--- src/rtl/vgrm_pkg.sv ---
// Shared types and constants for the voxel grid ray march block.
// Holds field widths, operation and state codes, and the controller/datapath structs.
// No dependencies.
package vgrm_pkg;

	// Fixed field widths
	localparam int POS_W     = 16;   // Q8.8 position
	localparam int DIR_W     = 16;   // Q2.14 direction
	localparam int STEP_W    = 16;   // Q0.16 sample spacing
	localparam int STEPS_W   = 10;   // last sample index
	localparam int KIND_W    = 8;    // kind field on the ports
	localparam int HIT_W     = 5;    // hit coordinate field
	localparam int CFG_W     = 16;   // config write data
	localparam int CFG_IDX_W = 2;
	localparam int WORLD_W   = 3;    // world size register

	// Position accumulator in units of 2^-30 voxel
	localparam int FRAC_W    = 30;
	localparam int POS_SHIFT = 22;   // Q8.8 -> 2^-30 units
	localparam int ACC_W     = 44;
	localparam int VOX_W     = ACC_W - FRAC_W;
	localparam int DELTA_W   = DIR_W + STEP_W + 1;

	// Config register indexes
	localparam logic [CFG_IDX_W-1:0] CFG_CHUNKS_X = 2'd0;
	localparam logic [CFG_IDX_W-1:0] CFG_CHUNKS_Y = 2'd1;
	localparam logic [CFG_IDX_W-1:0] CFG_CHUNKS_Z = 2'd2;
	localparam logic [CFG_IDX_W-1:0] CFG_STEP     = 2'd3;

	// Config reset values
	localparam logic [WORLD_W-1:0] WORLD_RST = 3'd4;
	localparam logic [STEP_W-1:0]  STEP_RST  = 16'd6554;

	typedef enum logic [1:0] {
		OP_GET   = 2'd0,
		OP_SET   = 2'd1,
		OP_MARCH = 2'd2,
		OP_NOP   = 2'd3
	} op_t;

	typedef enum logic [2:0] {
		ST_CLEAR,
		ST_IDLE,
		ST_PREP,
		ST_RUN,
		ST_RESULT
	} state_t;

	typedef enum logic [1:0] {
		RES_NONE,
		RES_GET,
		RES_MARCH
	} res_sel_t;

	// Controller -> datapath (and output register) commands
	typedef struct packed {
		logic     clear;       // write zero at clear pointer
		logic     load;        // capture input item
		logic     load_march;  // item is a march (use max_steps)
		logic     prep;        // form per-sample position step
		logic     run;         // issue samples
		logic     do_set;      // write voxel at address stage
		logic     capture;     // latch result
		logic     flush;       // drop samples in flight
		res_sel_t res_sel;
		logic     out_load;    // move result to output register
	} cmd_t;

	// Datapath -> controller status
	typedef struct packed {
		logic clear_done;
		logic s3_valid;
		logic s3_hit;
		logic s3_last;
	} sts_t;

	typedef struct packed {
		logic              rd_active;
		logic [KIND_W-1:0] rd_kind;
		logic              hit;
		logic [HIT_W-1:0]  hit_x;
		logic [HIT_W-1:0]  hit_y;
		logic [HIT_W-1:0]  hit_z;
	} result_t;

endpackage

--- src/rtl/vgrm_ctrl.sv ---
// Controller state machine for the voxel grid ray march block.
// Depends on vgrm_pkg; drives the datapath through cmd_t and reads sts_t.
module vgrm_ctrl import vgrm_pkg::*; (
	input  logic             clk,
	input  logic             arst_n,
	input  logic             in_valid,
	input  logic [1:0]       op,
	output logic             in_ready,
	input  logic             out_free,
	input  sts_t             sts,
	output cmd_t             cmd
);

	state_t state_q, state_n;
	op_t    op_q;
	logic   done;

	// item finishes on its last sample, or on the first hit of a march
	assign done = sts.s3_valid && (sts.s3_last || ((op_q == OP_MARCH) && sts.s3_hit));

	always_ff @(posedge clk or negedge arst_n) begin
		if (!arst_n) begin
			state_q <= ST_CLEAR;
			op_q    <= OP_NOP;
		end else begin
			state_q <= state_n;
			if (state_q == ST_IDLE && in_valid) begin
				op_q <= op_t'(op);
			end
		end
	end

	// next state
	always_comb begin
		state_n = state_q;
		case (state_q)
			ST_CLEAR: begin
				if (sts.clear_done) state_n = ST_IDLE;
			end
			ST_IDLE: begin
				if (in_valid) state_n = ST_PREP;
			end
			ST_PREP: begin
				state_n = (op_q == OP_NOP) ? ST_RESULT : ST_RUN;
			end
			ST_RUN: begin
				if (done) state_n = ST_RESULT;
			end
			ST_RESULT: begin
				if (out_free) state_n = ST_IDLE;
			end
			default: begin
				state_n = ST_IDLE;
			end
		endcase
	end

	// outputs
	always_comb begin
		cmd      = '0;
		in_ready = 1'b0;
		case (state_q)
			ST_CLEAR: begin
				cmd.clear = 1'b1;
			end
			ST_IDLE: begin
				in_ready       = 1'b1;
				cmd.load       = in_valid;
				cmd.load_march = (op_t'(op) == OP_MARCH);
			end
			ST_PREP: begin
				cmd.prep = 1'b1;
				if (op_q == OP_NOP) begin
					cmd.capture = 1'b1;
					cmd.res_sel = RES_NONE;
				end
			end
			ST_RUN: begin
				cmd.run    = 1'b1;
				cmd.do_set = (op_q == OP_SET);
				if (done) begin
					cmd.capture = 1'b1;
					cmd.flush   = 1'b1;
					case (op_q)
						OP_GET:   cmd.res_sel = RES_GET;
						OP_MARCH: cmd.res_sel = RES_MARCH;
						default:  cmd.res_sel = RES_NONE;
					endcase
				end
			end
			ST_RESULT: begin
				cmd.out_load = out_free;
			end
			default: begin
				cmd = '0;
			end
		endcase
	end

endmodule

--- config.mk ---
export PLATFORM = sky130hd
export DESIGN_NAME = vgrm_ctrl
export DESIGN_NICKNAME = d
export VERILOG_FILES = /design/src/rtl/vgrm_pkg.sv /design/src/rtl/vgrm_ctrl.sv
export SDC_FILE = /design/constraint.sdc
export NUM_CORES = 1
export LEC_CHECK = 0
export BUFFER_PORTS_ARGS = -buffer_cell sky130_fd_sc_hd__buf_2
export CAP_MARGIN = 20
export CORE_AREA = 2 2 39 41
export DETAILED_ROUTE_END_ITERATION = 8
export DIE_AREA = 0 0 41 43
export HOLD_SLACK_MARGIN = 0.06
export PLACE_DENSITY = 0.59
export RECOVER_POWER = 100
export SLEW_MARGIN = 20
export SYNTH_ARGS = -nofsm -noshare
export SYNTH_HDL_FRONTEND = slang
export SYNTH_SLANG_ARGS = --single-unit
--- constraint.sdc ---
create_clock -name clk -period 3.05 [get_ports clk]
set_input_delay 0.61 -clock clk [delete_from_list [all_inputs] [get_ports clk]]
set_output_delay 0.61 -clock clk [all_outputs]
set_load 0.01 [all_outputs]
* Word level (Yosys, flattened, before mapping)
Index checks and enable logic that the tools add are counted.
Widths: inputs -> output; s select.
** Cells by class
- Equal/unequal tests :: 12
- Multiplexer cells :: 18
- Reduce and logical (&&, ||, !) cells :: 7
** Operator list (count)
- $mux 3 :: 5
- $pmux 3 s5 :: 1
- $ne 2x2->1 const B :: 4
- $eq 2x2->1 const B :: 3
- $eq 3x2->1 const B :: 2
- $mux 1 :: 6
- $mux 2 :: 3
- $mux 4 :: 1
- $pmux 2 s2 :: 1
- $reduce_and 4->1 :: 1
- $eq 3x1->1 const B :: 1
- $eq 3x3->1 const B :: 1
- $logic_and 1x1->1 :: 3
- $logic_not 3->1 :: 1
- $eq 2x1->1 const B :: 1
- $logic_not 2->1 :: 1
- $pmux 1 s2 :: 1
- $logic_or 1x1->1 :: 1
** Word-level totals
- Register bits after elaboration :: 5

* Logic depth before layout (Yosys ltp)
Gate-level depths: netlist of run 1.
- Depth in word-level cells :: 6
- Mapped depth :: 5
- Depth with buffers taken out :: 5

* Worst setup path after synthesis of run 1
Ideal clock, no wire load.
- Path type :: input-to-output
- From :: input port sts[1] in the netlist's numbering
- To :: output port cmd[1] in the netlist's numbering
- Data arrival time :: 1.189 ns
- Data required time :: 2.440 ns
- Path slack :: 1.251 ns
- Stages on the path :: 3
- Buffers on the path :: 0
- Path through :: and3b_1 -> o211ai_4 -> nor3_1
** RTL lines
- start: declaration :: line vgrm_ctrl.sv:10 : input sts_t sts,
- end: declaration :: line vgrm_ctrl.sv:11 : output cmd_t cmd

==> summary.md, run 1 <==
| Metric | Value |
|---|---|
| Result of the run | completed |
| Max Clock Freq | 0.4205 GHz |
| Count of synthesis-stage warnings from yosys | 0 |
| Total Die Area | 1763 um^2 |
| Pin count of the biggest net entering global routing | 13 |
| Estimated wirelength of the detail-placed design | 735.8 um |
| Slew at the pin closest to its max-slew limit | 0.4376 ns |
| Element type at the critical path start | flip-flop |
| Count of pins over their slew limit | 0 |
| Residual antenna-violating net count after detailed routing | 0 |
| Total power density per cell area | 962.8 nW/um^2 |
| Max cap viols | 0 |
| Maximum buffer depth of the clock tree | 2 |
| Root buf cell | sky130_fd_sc_hd__clkbuf_4 |
| Relative slew margins | 70.70% |
| First-pass GRT wire length | 1407 um |
| Via-per-instance ratio | 4.924 |
| GRT Total Usage | 12.03% |
| Gp weighted congestion | 0.6714 |
| Type of element capturing the critical path | output port |
| Chip width | 41 um |
| Required time at the worst-slack endpoint | 2.44 ns |
| Post_cts resized | 0 |
| Placed Instances | 75 |
| ANT cells | 0 |
| Post-layout worst setup margin | 0.6718 ns |
| Accumulated negative setup slack | 0 ns |
| Core region area | 1384 um^2 |
| Number of vias in the routed layout | 389 |
| Sink count of the clock tree | 5 |
| Number of core rows | 14 |
| Post-place instance area | 506.7 um^2 |
| Post-Route Hold Slack | 0.2126 ns |
| Post-CTS Setup Bufs | 0 |
| Reg area | 127.6 um^2 |
| Final global-route overflow total | 0 |
| Core Util, Final | 35.99% |
| Period utilization | 77.98% |
| Post-layout net count | 74 |
| Average cell area after synthesis | 9.978 um^2 |
| Kind of path behind the tightest hold check | input pin to async pin |
| Number of cells produced by synthesis | 39 |
| Multi-input combinational cell area | 216.5 um^2 |
| Crit path kind | flip-flop to output port |
| Library cells used by synthesis | 26 |
| Part of the Yosys area used for sequential elements | 32.80% |
| Worst clock skew on the final layout | 0.0007397 ns |
| Final Hold Violating Endpoints | 0 |
| Detailed-route wire length | 893 um |
| Non-Filler Instances | 79 |
| Worst-case vdd ir drop | 0.3470 mV |
| Chip Height | 43 um |
| Number of H-tree levels | 1 |
| Synth Register Bits | 5 |
| Clock transition at path regs | 0.04 ns |
| Number of design rule violations left after detail routing | 0 |
| Final setup violation count | 0 |
| Total chip power | 479.5 uW |
| Initial antenna violation count | 0 |
| RSZ-0062 raised after global routing | no |
| Final Instance Area | 498.0 um^2 |
| TritonCTS buffer count | 3 |
| Leakage power | 0.2176 nW |
| Post-synthesis net count | 49 |
| Commonest cells after routing, fill and taps aside | 11 x sky130_fd_sc_hd__clkbuf_1, 11 x sky130_fd_sc_hd__buf_2 |
| Arrival time at the worst endpoint | 1.77 ns |
| Wire length per cell | 11.30 um |
| First-pass DRT Iterations | 4 |
| Hold buffer count at CTS | 0 |
| Clock latency of the later-clocked register in the worst-skew pair | 0.23 ns |
| Time the worst path needs with I/O delays and setup | 2.378 ns |
| Fill cell total of the finished layout | 165 |
| Area overhead of the layout relative to synthesis | 27.97% |
| Worst slack after detailed placement | 1.024 ns |
| Starting utilization of the core area | 28.12% |
| Fraction of layout cells with a size suffix above 1 | 31.75% |
| TritonCTS clock tree | done |
| Mapped Area | 389.1 um^2 |
| Number of DRC violations after detailed-routing iteration 0 | 6 |
| I/O pin cnt | 22 |
| Max FO, Critical Path | 7 |
| Port Buffer Count | 21 |
| Number of global-route vias before repair | 344 |
[cell usage after synthesis]
| cell | instances | area (um^2) |
|---|---|---|
| sky130_fd_sc_hd__nor2_1 | 2 | 7.510 |
| sky130_fd_sc_hd__dfrtp_1 | 3 | 75.07 |
| sky130_fd_sc_hd__a41oi_1 | 1 | 8.760 |
| sky130_fd_sc_hd__nand2_1 | 2 | 7.510 |
| sky130_fd_sc_hd__o221ai_1 | 1 | 8.760 |
| sky130_fd_sc_hd__nor3b_1 | 1 | 7.510 |
| sky130_fd_sc_hd__and4bb_4 | 1 | 16.27 |
| sky130_fd_sc_hd__o21a_1 | 1 | 7.510 |
| sky130_fd_sc_hd__o211ai_4 | 1 | 21.27 |
| sky130_fd_sc_hd__o221ai_2 | 1 | 15.01 |
| sky130_fd_sc_hd__inv_2 | 1 | 3.750 |
| sky130_fd_sc_hd__o21ai_1 | 1 | 5.000 |
| sky130_fd_sc_hd__inv_1 | 3 | 11.26 |
| sky130_fd_sc_hd__mux2_2 | 3 | 33.78 |
| sky130_fd_sc_hd__nand4b_1 | 1 | 8.760 |
| sky130_fd_sc_hd__nor3b_2 | 1 | 12.51 |
| sky130_fd_sc_hd__and3_1 | 1 | 6.260 |
| sky130_fd_sc_hd__and3b_1 | 1 | 8.760 |
| sky130_fd_sc_hd__nor3_1 | 3 | 15.01 |
| sky130_fd_sc_hd__dfstp_2 | 2 | 52.55 |
| sky130_fd_sc_hd__nand3_2 | 1 | 10.01 |
| sky130_fd_sc_hd__buf_4 | 1 | 7.510 |
| sky130_fd_sc_hd__nand2b_1 | 1 | 6.260 |
| sky130_fd_sc_hd__o21ai_0 | 3 | 15.01 |
| sky130_fd_sc_hd__nor4b_1 | 1 | 8.760 |
| sky130_fd_sc_hd__o31a_1 | 1 | 8.760 |
[routing by layer]
layer / global-route usage (%) / vias to the layer above / share of wire, %
li1: - / 197 / -
met1: 15.79 / 178 / 41
met2: 17.50 / 14 / 52
met3: 1.571 / 0 / 6.7
met4: 8.000 / 0 / 0
met5: 0 / - / 0
[report_power, final]
part	internal [mW]	total (mW)	switching (mW)
sequential	0.107	0.169	0.0618
clock	0.0492	0.0727	0.0235
combinational	0.110	0.238	0.128
total	0.266	0.479	0.214
[final cells by class]
cell class                      instances  area share, %
Clock buffer                            4          5.276
Inverter                                4          3.015
Multi-Input combinational cell         29          43.47
Sequential cell                         5          25.63
Tap cell                               16          4.020
Timing Repair Buffer                   21          18.59
[cell families (layout without fill, tap and decap cells)]
logic type | after synthesis | count (layout) | share of synthesized area, %
compound gates | 10 | 10 | 23.15
buf+inv | 5 | 29 | 5.787
simple gates | 16 | 16 | 29.59
mux | 3 | 3 | 8.681
flops | 5 | 5 | 32.80
[registers in the layout (all words and copies together), names as in the netlist]
register / cells
op_q: 2
state_q: 3
[worst max-delay path: stages (launching register included)]
cell and delay, ns:
sky130_fd_sc_hd__dfstp_1 0.62, sky130_fd_sc_hd__and3b_1 0.22, sky130_fd_sc_hd__o211ai_1 0.38, sky130_fd_sc_hd__o21ai_0 0.16, sky130_fd_sc_hd__clkbuf_1 0.16
[final timing paths]
check                           cells past startpoint  slack (ns)           startpoint                endpoint
min in group clk                                    2        0.62                op[1]     op_q[1]$_DFFE_PN1P_
worst max register to register                      3        1.48  op_q[0]$_DFFE_PN1P_  state_q[2]$_DFFE_PN0P_
max in group asynchronous                           1        2.58               arst_n     op_q[1]$_DFFE_PN1P_
worst max-delay path                                4        0.67  op_q[0]$_DFFE_PN1P_                  cmd[4]
worst min register to register                      1        0.65  op_q[1]$_DFFE_PN1P_     op_q[1]$_DFFE_PN1P_
worst min-delay path                                1        0.21               arst_n  state_q[1]$_DFFE_PN0P_
(Power assumes the default switching activity.)
==> run 2: changes to the inputs <==
- ABC_AREA: unset -> 1
- clock period: 3.05 -> 2.45 ns (I/O delays scaled with it)
==> run 2 against run 1 <==
Net effect: highest routed layer unchanged; routed wire length fell by 8.6%; combinational power rose by 37%; total power rose by 23%; largest power group unchanged.
==> summary.md, run 2 <==
| Metric | Value |
|---|---|
| Result of the run | completed |
| Crit path kind | flip-flop to output port |
| Count of pins over their slew limit | 0 (unchanged) |
| Leakage power | 0.3145 nW (+45%) |
| Relative slew margins | 83.40% (+13 points) |
| Share of synthesized flip-flops with an asynchronous set or reset | 100.0% (unchanged) |
| Multi-input combinational cell area | 190.2 um^2 (-12%) |
| Area fraction of the dominant cell type after synthesis | 19.29% (unchanged) |
| Total Die Area | 1763 um^2 (unchanged) |
| Post-layout net count | 96 (+30%) |
| Number of H-tree levels | 1 (unchanged) |
| Time the worst path needs with I/O delays and setup | 1.995 ns |
| Met2 wire len | 337 um (-27%) |
| Starting utilization of the core area | 28.12% (unchanged) |
| Sink count of the clock tree | 5 (unchanged) |
| Max Clock Freq | 0.5013 GHz |
| Number of DRC violations after detailed-routing iteration 0 | 3 (-3) |
| First-pass DRT Iterations | 4 (unchanged) |
| Top Registers | state_q x3, op_q x2 |
| Mapped Area | 389.1 um^2 (unchanged) |
| Final global-route overflow total | 0 (unchanged) |
| Total chip power | 592.1 uW (+23%) |
| Accumulated negative setup slack | 0 ns (unchanged) |
| Cells taking the most area after synthesis | sky130_fd_sc_hd__dfrtp_1 19%, sky130_fd_sc_hd__dfstp_2 14%, sky130_fd_sc_hd__nand2_1 14% |
| Via-per-instance ratio | 4.139 (-16%) |
| I/O pin cnt | 22 (unchanged) |
| Endpoint with the worst hold slack | op_q[0]$_DFFE_PN1P_ |
| Worst reg2reg path depth | 5 (+2) |
| Clock transition at path regs | 0.04 ns (about the same) |
| Library cells used by synthesis | 18 (-31%) |
| Detailed-routed wire length on met3 | 70 um (+17%) |
| Most common library cell in the layout ignoring fill and taps | sky130_fd_sc_hd__nand2_1 |
| Worst-case vdd ir drop | 0.4102 mV (+18%) |
| Chip width | 41 um (unchanged) |
| Chip Height | 43 um (unchanged) |
| Cell breakdown of the critical path | nor2_1 > inv_1 > nor2_4 > nand3_1 > nor3_2 > clkbuf_1 |
| Number of design rule violations left after detail routing | 0 (unchanged) |
| Element type at the critical path start | flip-flop |
| Residual antenna-violating net count after detailed routing | 0 (unchanged) |
| Count of synthesis-stage warnings from yosys | 0 (unchanged) |
| RSZ-0062 raised after global routing | no |
| Commonest cells after routing, fill and taps aside | 14 x sky130_fd_sc_hd__nand2_1, 13 x sky130_fd_sc_hd__inv_1, 12 x sky130_fd_sc_hd__buf_2, 10 x sky130_fd_sc_hd__clkbuf_1, 8 x sky130_fd_sc_hd__nor2_1 |
| Max cap viols | 0 (unchanged) |
| Final Hold Violating Endpoints | 0 (unchanged) |
| Worst stage delay on the critical path | 0.40 ns (-0.22 ns) |
| Post-synthesis net count | 69 (+41%) |
| Highest metal layer used by the detailed router | met3 |
| Detailed-route wire length | 816 um (-8.6%) |
| Maximum buffer depth of the clock tree | 2 (unchanged) |
| Count of flip-flops with a built-in enable after synthesis | 0 (unchanged) |
| Worst hold path depth | 3 |
| Number of vias in the routed layout | 418 (+7.5%) |
| Arrival time at the worst endpoint | 1.50 ns (-0.27 ns) |
| Clock latency of the later-clocked register in the worst-skew pair | 0.23 ns (about the same) |
| Synth Register Bits | 5 (unchanged) |
| Number of core rows | 14 (unchanged) |
| Post_cts resized | 0 (unchanged) |
| Period utilization | 81.43% |
| Pin count of the biggest net entering global routing | 7 (-6) |
| Core region area | 1384 um^2 (unchanged) |
| Number of global-route vias before repair | 348 (+1.2%) |
| Required time at the worst-slack endpoint | 1.96 ns (-0.48 ns) |
| Register with the most flip-flops | state_q |
| Largest register FFs | 3 (unchanged) |
| Number of cells produced by synthesis | 59 (+51%) |
| Part of the Yosys area used for sequential elements | 32.80% (unchanged) |
| Estimated wirelength of the detail-placed design | 714.3 um (-2.9%) |
| End of the worst register-to-register path | state_q[2]$_DFFE_PN0P_ |
| Metal-1 WL | 408 um (+11%) |
| Slew at the pin closest to its max-slew limit | 0.2467 ns (-0.1908 ns) |
| Fill cell total of the finished layout | 156 (-5.5%) |
| Area overhead of the layout relative to synthesis | 34.73% |
| Root buf cell | sky130_fd_sc_hd__clkbuf_4 |
| Max FO, Critical Path | 5 (-2) |
| Critical path's slowest cell | sky130_fd_sc_hd__dfrtp_1 |
| Origin of the worst min-delay path | op[0] |
| Reg2Reg Setup Slack | 1.27 ns (-0.21 ns) |
| Final setup violation count | 0 (unchanged) |
| Beginning of the worst register-to-register path | op_q[0]$_DFFE_PN1P_ |
| Type of element capturing the critical path | output port |
| Reg area | 127.6 um^2 (unchanged) |
| Worst clock skew on the final layout | 0.0004197 ns (-0.0003200 ns) |
| ANT cells | 0 (unchanged) |
| Most instantiated flip-flop cell in the synthesis netlist | sky130_fd_sc_hd__dfrtp_1 |
| Total power density per cell area | 1129 nW/um^2 (+17%) |
| TritonCTS clock tree | done |
| First-pass GRT wire length | 1324 um (-5.9%) |
| Port Buffer Count | 21 (unchanged) |
| Synth cell count leaders | 14 x sky130_fd_sc_hd__nand2_1, 10 x sky130_fd_sc_hd__inv_1, 6 x sky130_fd_sc_hd__nor2_1 |
| GRT Total Usage | 11.32% (-0.71 points) |
| Gp weighted congestion | 0.6969 (+3.8%) |
| Wire length per cell | 8.079 um (-29%) |
| Library cell occupying the most area in the post-synthesis netlist | sky130_fd_sc_hd__dfrtp_1 |
| Initial antenna violation count | 0 (unchanged) |
| Average cell area after synthesis | 6.595 um^2 (-34%) |
| Kind of path behind the tightest hold check | input pin to flip-flop |
| TritonCTS buffer count | 3 (unchanged) |
| Top-count cell post-synth | sky130_fd_sc_hd__nand2_1 |
| Fraction of layout cells with a size suffix above 1 | 27.06% (-4.7 points) |
run 2: cell types whose count changed in the layout (fill, tap and decap cells not counted), moves of 2 or more:
cell                      change
sky130_fd_sc_hd__inv_1       +10
sky130_fd_sc_hd__nor2_1       +6
sky130_fd_sc_hd__nand3_1      +6
sky130_fd_sc_hd__inv_2        +2
sky130_fd_sc_hd__o21ai_0      -2
sky130_fd_sc_hd__nand2_1     +12
sky130_fd_sc_hd__mux2_2       -3
run 2: what timing repair did:
item                                   4_1_cts  5_1_grt
buffers inserted                             0        0
endpoints found under the hold margin        3        0
hold buffers                                 1        0
run 2: layer usage:
metal | vias up | GRT usage [%]
met4 | 0 | 8.000
met2 | 18 | 14.37
met1 | 166 | 15.79
met5 | - | 0
li1 | 234 | -
met3 | 0 | 3.141
run 2: power by group:
part,internal (mW),leakage (nW),total [mW],switching [mW]
clock,0.0614,0.0150,0.0918,0.0304
sequential,0.133,0.0591,0.175,0.0412
combinational,0.120,0.240,0.326,0.206
run 2: worst max path at each step:
stage	from	endpoint	slack (ns)	cells past startpoint
floorplan	state_q[2]$_DFFE_PN0P_	cmd[1]	0.90	5
global placement	op_q[1]$_DFFE_PN1P_	cmd[1]	0.83	5
detailed placement	op_q[1]$_DFFE_PN1P_	cmd[1]	0.82	5
CTS	op_q[1]$_DFFE_PN1P_	cmd[1]	0.56	5
global route	state_q[2]$_DFFE_PN0P_	cmd[1]	0.30	6
finish	state_q[2]$_DFFE_PN0P_	cmd[1]	0.46	6
run 2: kinds of logic after synthesis:
group                  Yosys count  synth area share [%]
AO/OA/AOI/OAI                    4                 7.394
flip-flops                       5                 32.80
AND/OR/NAND/NOR                 35                 45.34
buffers and inverters           15                 14.47
run 2: area by class of cell:
cell class                 count  share of cell area (%)
timing repair buffer          22                   19.81
clock buffer                   4                   5.012
inverter                      15                   10.74
multi-input combinational     39                   36.28
sequential                     5                   24.34
tap                           16                   3.819
run 2: stage by stage:
stage	setup slack [ns]	utilization (%)	area (um^2)	hold slack (ns)	cells
after floorplan	0.9029	-	389.1	0.1944	59
after global placement	0.8253	37.16	514.2	0.3065	96
after detailed placement	0.8151	37.16	514.2	0.3092	96
after CTS	0.5571	39.78	550.5	0.4652	101
after global routing	0.2982	37.88	524.3	0.4825	101
final	0.4550	37.88	524.3	0.4711	101
run 2: critical path: cells and delay by family, from the launching register on:
kind	cells	cell delay (ns)
simple gates	4	0.60
buf+inv	2	0.27
flops	1	0.40
==> run 3: changes to the inputs <==
- PLACE_DENSITY: 0.59 -> 0.61
- clock period: 2.45 -> 1.7 ns (I/O delays scaled with it)
==> run 3 against run 2 <==
Net effect: register-to-register slack lost 0.78 ns; clock power grew 47%; utilization grew 5.7 points; global-route usage grew 0.078 points; critical path type unchanged; first-iteration DRC count is the same; sequential share of layout area shrank 3.0 points.
==> summary.md, run 3 (same netlist as run 2, synthesis figures left out) <==
| Metric | Value |
|---|---|
| Period utilization | 96.50% |
| Crit path kind | flip-flop to output port |
| I/O pin cnt | 22 (unchanged) |
| Sink count of the clock tree | 5 (unchanged) |
| Residual antenna-violating net count after detailed routing | 0 (unchanged) |
| Area overhead of the layout relative to synthesis | 54.98% |
| Pin count of the biggest net entering global routing | 6 (-1) |
| First-pass DRT Iterations | 4 (unchanged) |
| Kind of path behind the tightest hold check | input pin to flip-flop |
| Worst hold path depth | 3 (unchanged) |
| Arrival time at the worst endpoint | 1.30 ns (-0.20 ns) |
| Detailed-route wire length | 933 um (+14%) |
| Number of core rows | 14 (unchanged) |
| Register with the most flip-flops | state_q |
| Core region area | 1384 um^2 (unchanged) |
| Reg2Reg Setup Slack | 0.49 ns (-0.78 ns) |
| Total Die Area | 1763 um^2 (unchanged) |
| Core Util, Final | 43.58% (+5.7 points) |
| Slew at the pin closest to its max-slew limit | 0.2761 ns (+0.02940 ns) |
| Gp weighted congestion | 0.7457 (+7.0%) |
| Count of pins over their slew limit | 0 (unchanged) |
| Relative slew margins | 81.59% (-1.8 points) |
| Worst clock skew on the final layout | 0.003521 ns (+0.003101 ns) |
| Top Registers | state_q x3, op_q x2 |
| Time the worst path needs with I/O delays and setup | 1.640 ns |
| Max Clock Freq | 0.6096 GHz |
| Final global-route overflow total | 0 (unchanged) |
| Maximum buffer depth of the clock tree | 2 (unchanged) |
| Endpoint with the worst hold slack | op_q[0]$_DFFE_PN1P_ |
| Wire length per cell | 8.802 um (+8.9%) |
| GRT Total Usage | 11.40% (+0.078 points) |
| Initial antenna violation count | 0 (unchanged) |
| Worst reg2reg path depth | 6 (+1) |
| Multi-input combinational cell area | 220.2 um^2 (+16%) |
| Chip Height | 43 um (unchanged) |
| Number of DRC violations after detailed-routing iteration 0 | 3 (unchanged) |
| Port Buffer Count | 21 (unchanged) |
| Element type at the critical path start | flip-flop |
| TritonCTS clock tree | done |
| RSZ-0062 raised after global routing | yes |
| Placed Instances | 96 (unchanged) |
| Total power density per cell area | 1658 nW/um^2 (+47%) |
| Root buf cell | sky130_fd_sc_hd__clkbuf_4 |
| Final Hold Violating Endpoints | 0 (unchanged) |
| Non-Filler Instances | 106 (+5.0%) |
| Clock latency of the later-clocked register in the worst-skew pair | 0.24 ns (about the same) |
| Required time at the worst-slack endpoint | 1.36 ns (-0.60 ns) |
| Type of element capturing the critical path | output port |
| Chip width | 41 um (unchanged) |
| Worst-case vdd ir drop | 0.5570 mV (+36%) |
| Estimated wirelength of the detail-placed design | 783.6 um (+9.7%) |
| Origin of the worst min-delay path | op[0] |
| Starting utilization of the core area | 28.12% (unchanged) |
| Fill cell total of the finished layout | 153 (-1.9%) |
| Result of the run | completed |
| Number of global-route vias before repair | 389 (+12%) |
| Most common library cell in the layout ignoring fill and taps | sky130_fd_sc_hd__buf_2 |
| Accumulated negative setup slack | 0 ns (unchanged) |
| First-pass GRT wire length | 1345 um (+1.6%) |
| Largest register FFs | 3 (unchanged) |
| Final setup violation count | 0 (unchanged) |
| Beginning of the worst register-to-register path | state_q[1]$_DFFE_PN0P_ |
| End of the worst register-to-register path | state_q[1]$_DFFE_PN0P_ |
| Leakage power | 0.3685 nW (+17%) |
| Max FO, Critical Path | 5 (unchanged) |
| Post-layout net count | 101 (+5.2%) |
| ANT cells | 0 (unchanged) |
| Critical Path Start | state_q[2]$_DFFE_PN0P_ |
| Number of design rule violations left after detail routing | 0 (unchanged) |
| TritonCTS buffer count | 3 (unchanged) |
| Reg area | 128.9 um^2 (+0.98%) |
| Max cap viols | 0 (unchanged) |
| Fraction of layout cells with a size suffix above 1 | 52.22% (+25 points) |
| Number of H-tree levels | 1 (unchanged) |
| Clock transition at path regs | 0.04 ns (about the same) |
| Via-per-instance ratio | 4.425 (+6.9%) |
| Commonest cells after routing, fill and taps aside | 20 x sky130_fd_sc_hd__buf_2, 13 x sky130_fd_sc_hd__nand2_1, 8 x sky130_fd_sc_hd__inv_1, 7 x sky130_fd_sc_hd__inv_2, 6 x sky130_fd_sc_hd__nor2_1 |
| Number of vias in the routed layout | 469 (+12%) |
==> run 3: changes by cell type in the layout (fill, tap and decap cells not counted), moves of 2 or more <==
| cell | change |
|---|---|
| sky130_fd_sc_hd__buf_2 | +8 |
| sky130_fd_sc_hd__clkbuf_1 | -8 |
| sky130_fd_sc_hd__nor2_1 | -2 |
| sky130_fd_sc_hd__buf_4 | +5 |
| sky130_fd_sc_hd__nand3_1 | -2 |
| sky130_fd_sc_hd__inv_2 | +5 |
| sky130_fd_sc_hd__inv_1 | -5 |
==> run 3: timing repair <==
action	4_1_cts	5_1_grt
gates resized for setup	0	6
pin swaps	1	2
buffers inserted	2	3
endpoints found under the hold margin	3	0
gates cloned	0	0
hold buffers	1	0
setup endpoints to repair	2	5
==> run 3: worst max-delay path, cell delays in order, from the launching register on <==
cell	delay [ns]
sky130_fd_sc_hd__dfrtp_2	0.43
sky130_fd_sc_hd__nor2_4	0.10
sky130_fd_sc_hd__inv_2	0.05
sky130_fd_sc_hd__nor2_4	0.13
sky130_fd_sc_hd__nand3_4	0.10
sky130_fd_sc_hd__nor3_2	0.10
sky130_fd_sc_hd__buf_2	0.14
==> run 3: how the worst max path moves through the flow <==
stage / to / cells after the start / slack, ns
global route: cmd[1] / 7 / -0.03
global placement: cmd[1] / 5 / 0.23
detailed placement: cmd[1] / 5 / 0.21
finish: cmd[1] / 6 / 0.06
floorplan: cmd[1] / 5 / 0.30
CTS: cmd[4] / 6 / 0.01
==> run 3: power breakdown <==
group | internal, mW | switching, mW
Clock | 0.0886 | 0.0464
Combinational | 0.261 | 0.358
Sequential | 0.193 | 0.0524
==> run 3: metal layers <==
layer	wire, um	track usage (%)	up-vias
li1	-	-	248
met1	377	9.804	207
met4	0	4.000	0
met5	0	0	-
met2	495	21.25	14
met3	60	4.712	0
==> run 3: metrics by stage <==
stage	power [mW]	setup WS (ns)	area [um^2]	hold WS [ns]
finish	0.9996	0.05955	603.1	0.3196
global route	1.091	-0.03052	603.1	0.3358
detailed placement	0.7740	0.2140	514.2	0.1596
floorplan	0.6226	0.3029	389.1	0.04441
global placement	0.7655	0.2331	514.2	0.1625
CTS	0.9485	0.01041	565.5	0.3200
==> run 3: final cells by class <==
cell class	count	area share (%)
multi-input cells	39	36.51
well taps	16	3.320
clock buffers	4	4.357
inverters	15	9.336
flip-flops and latches	5	21.37
repair buffers	27	25.10
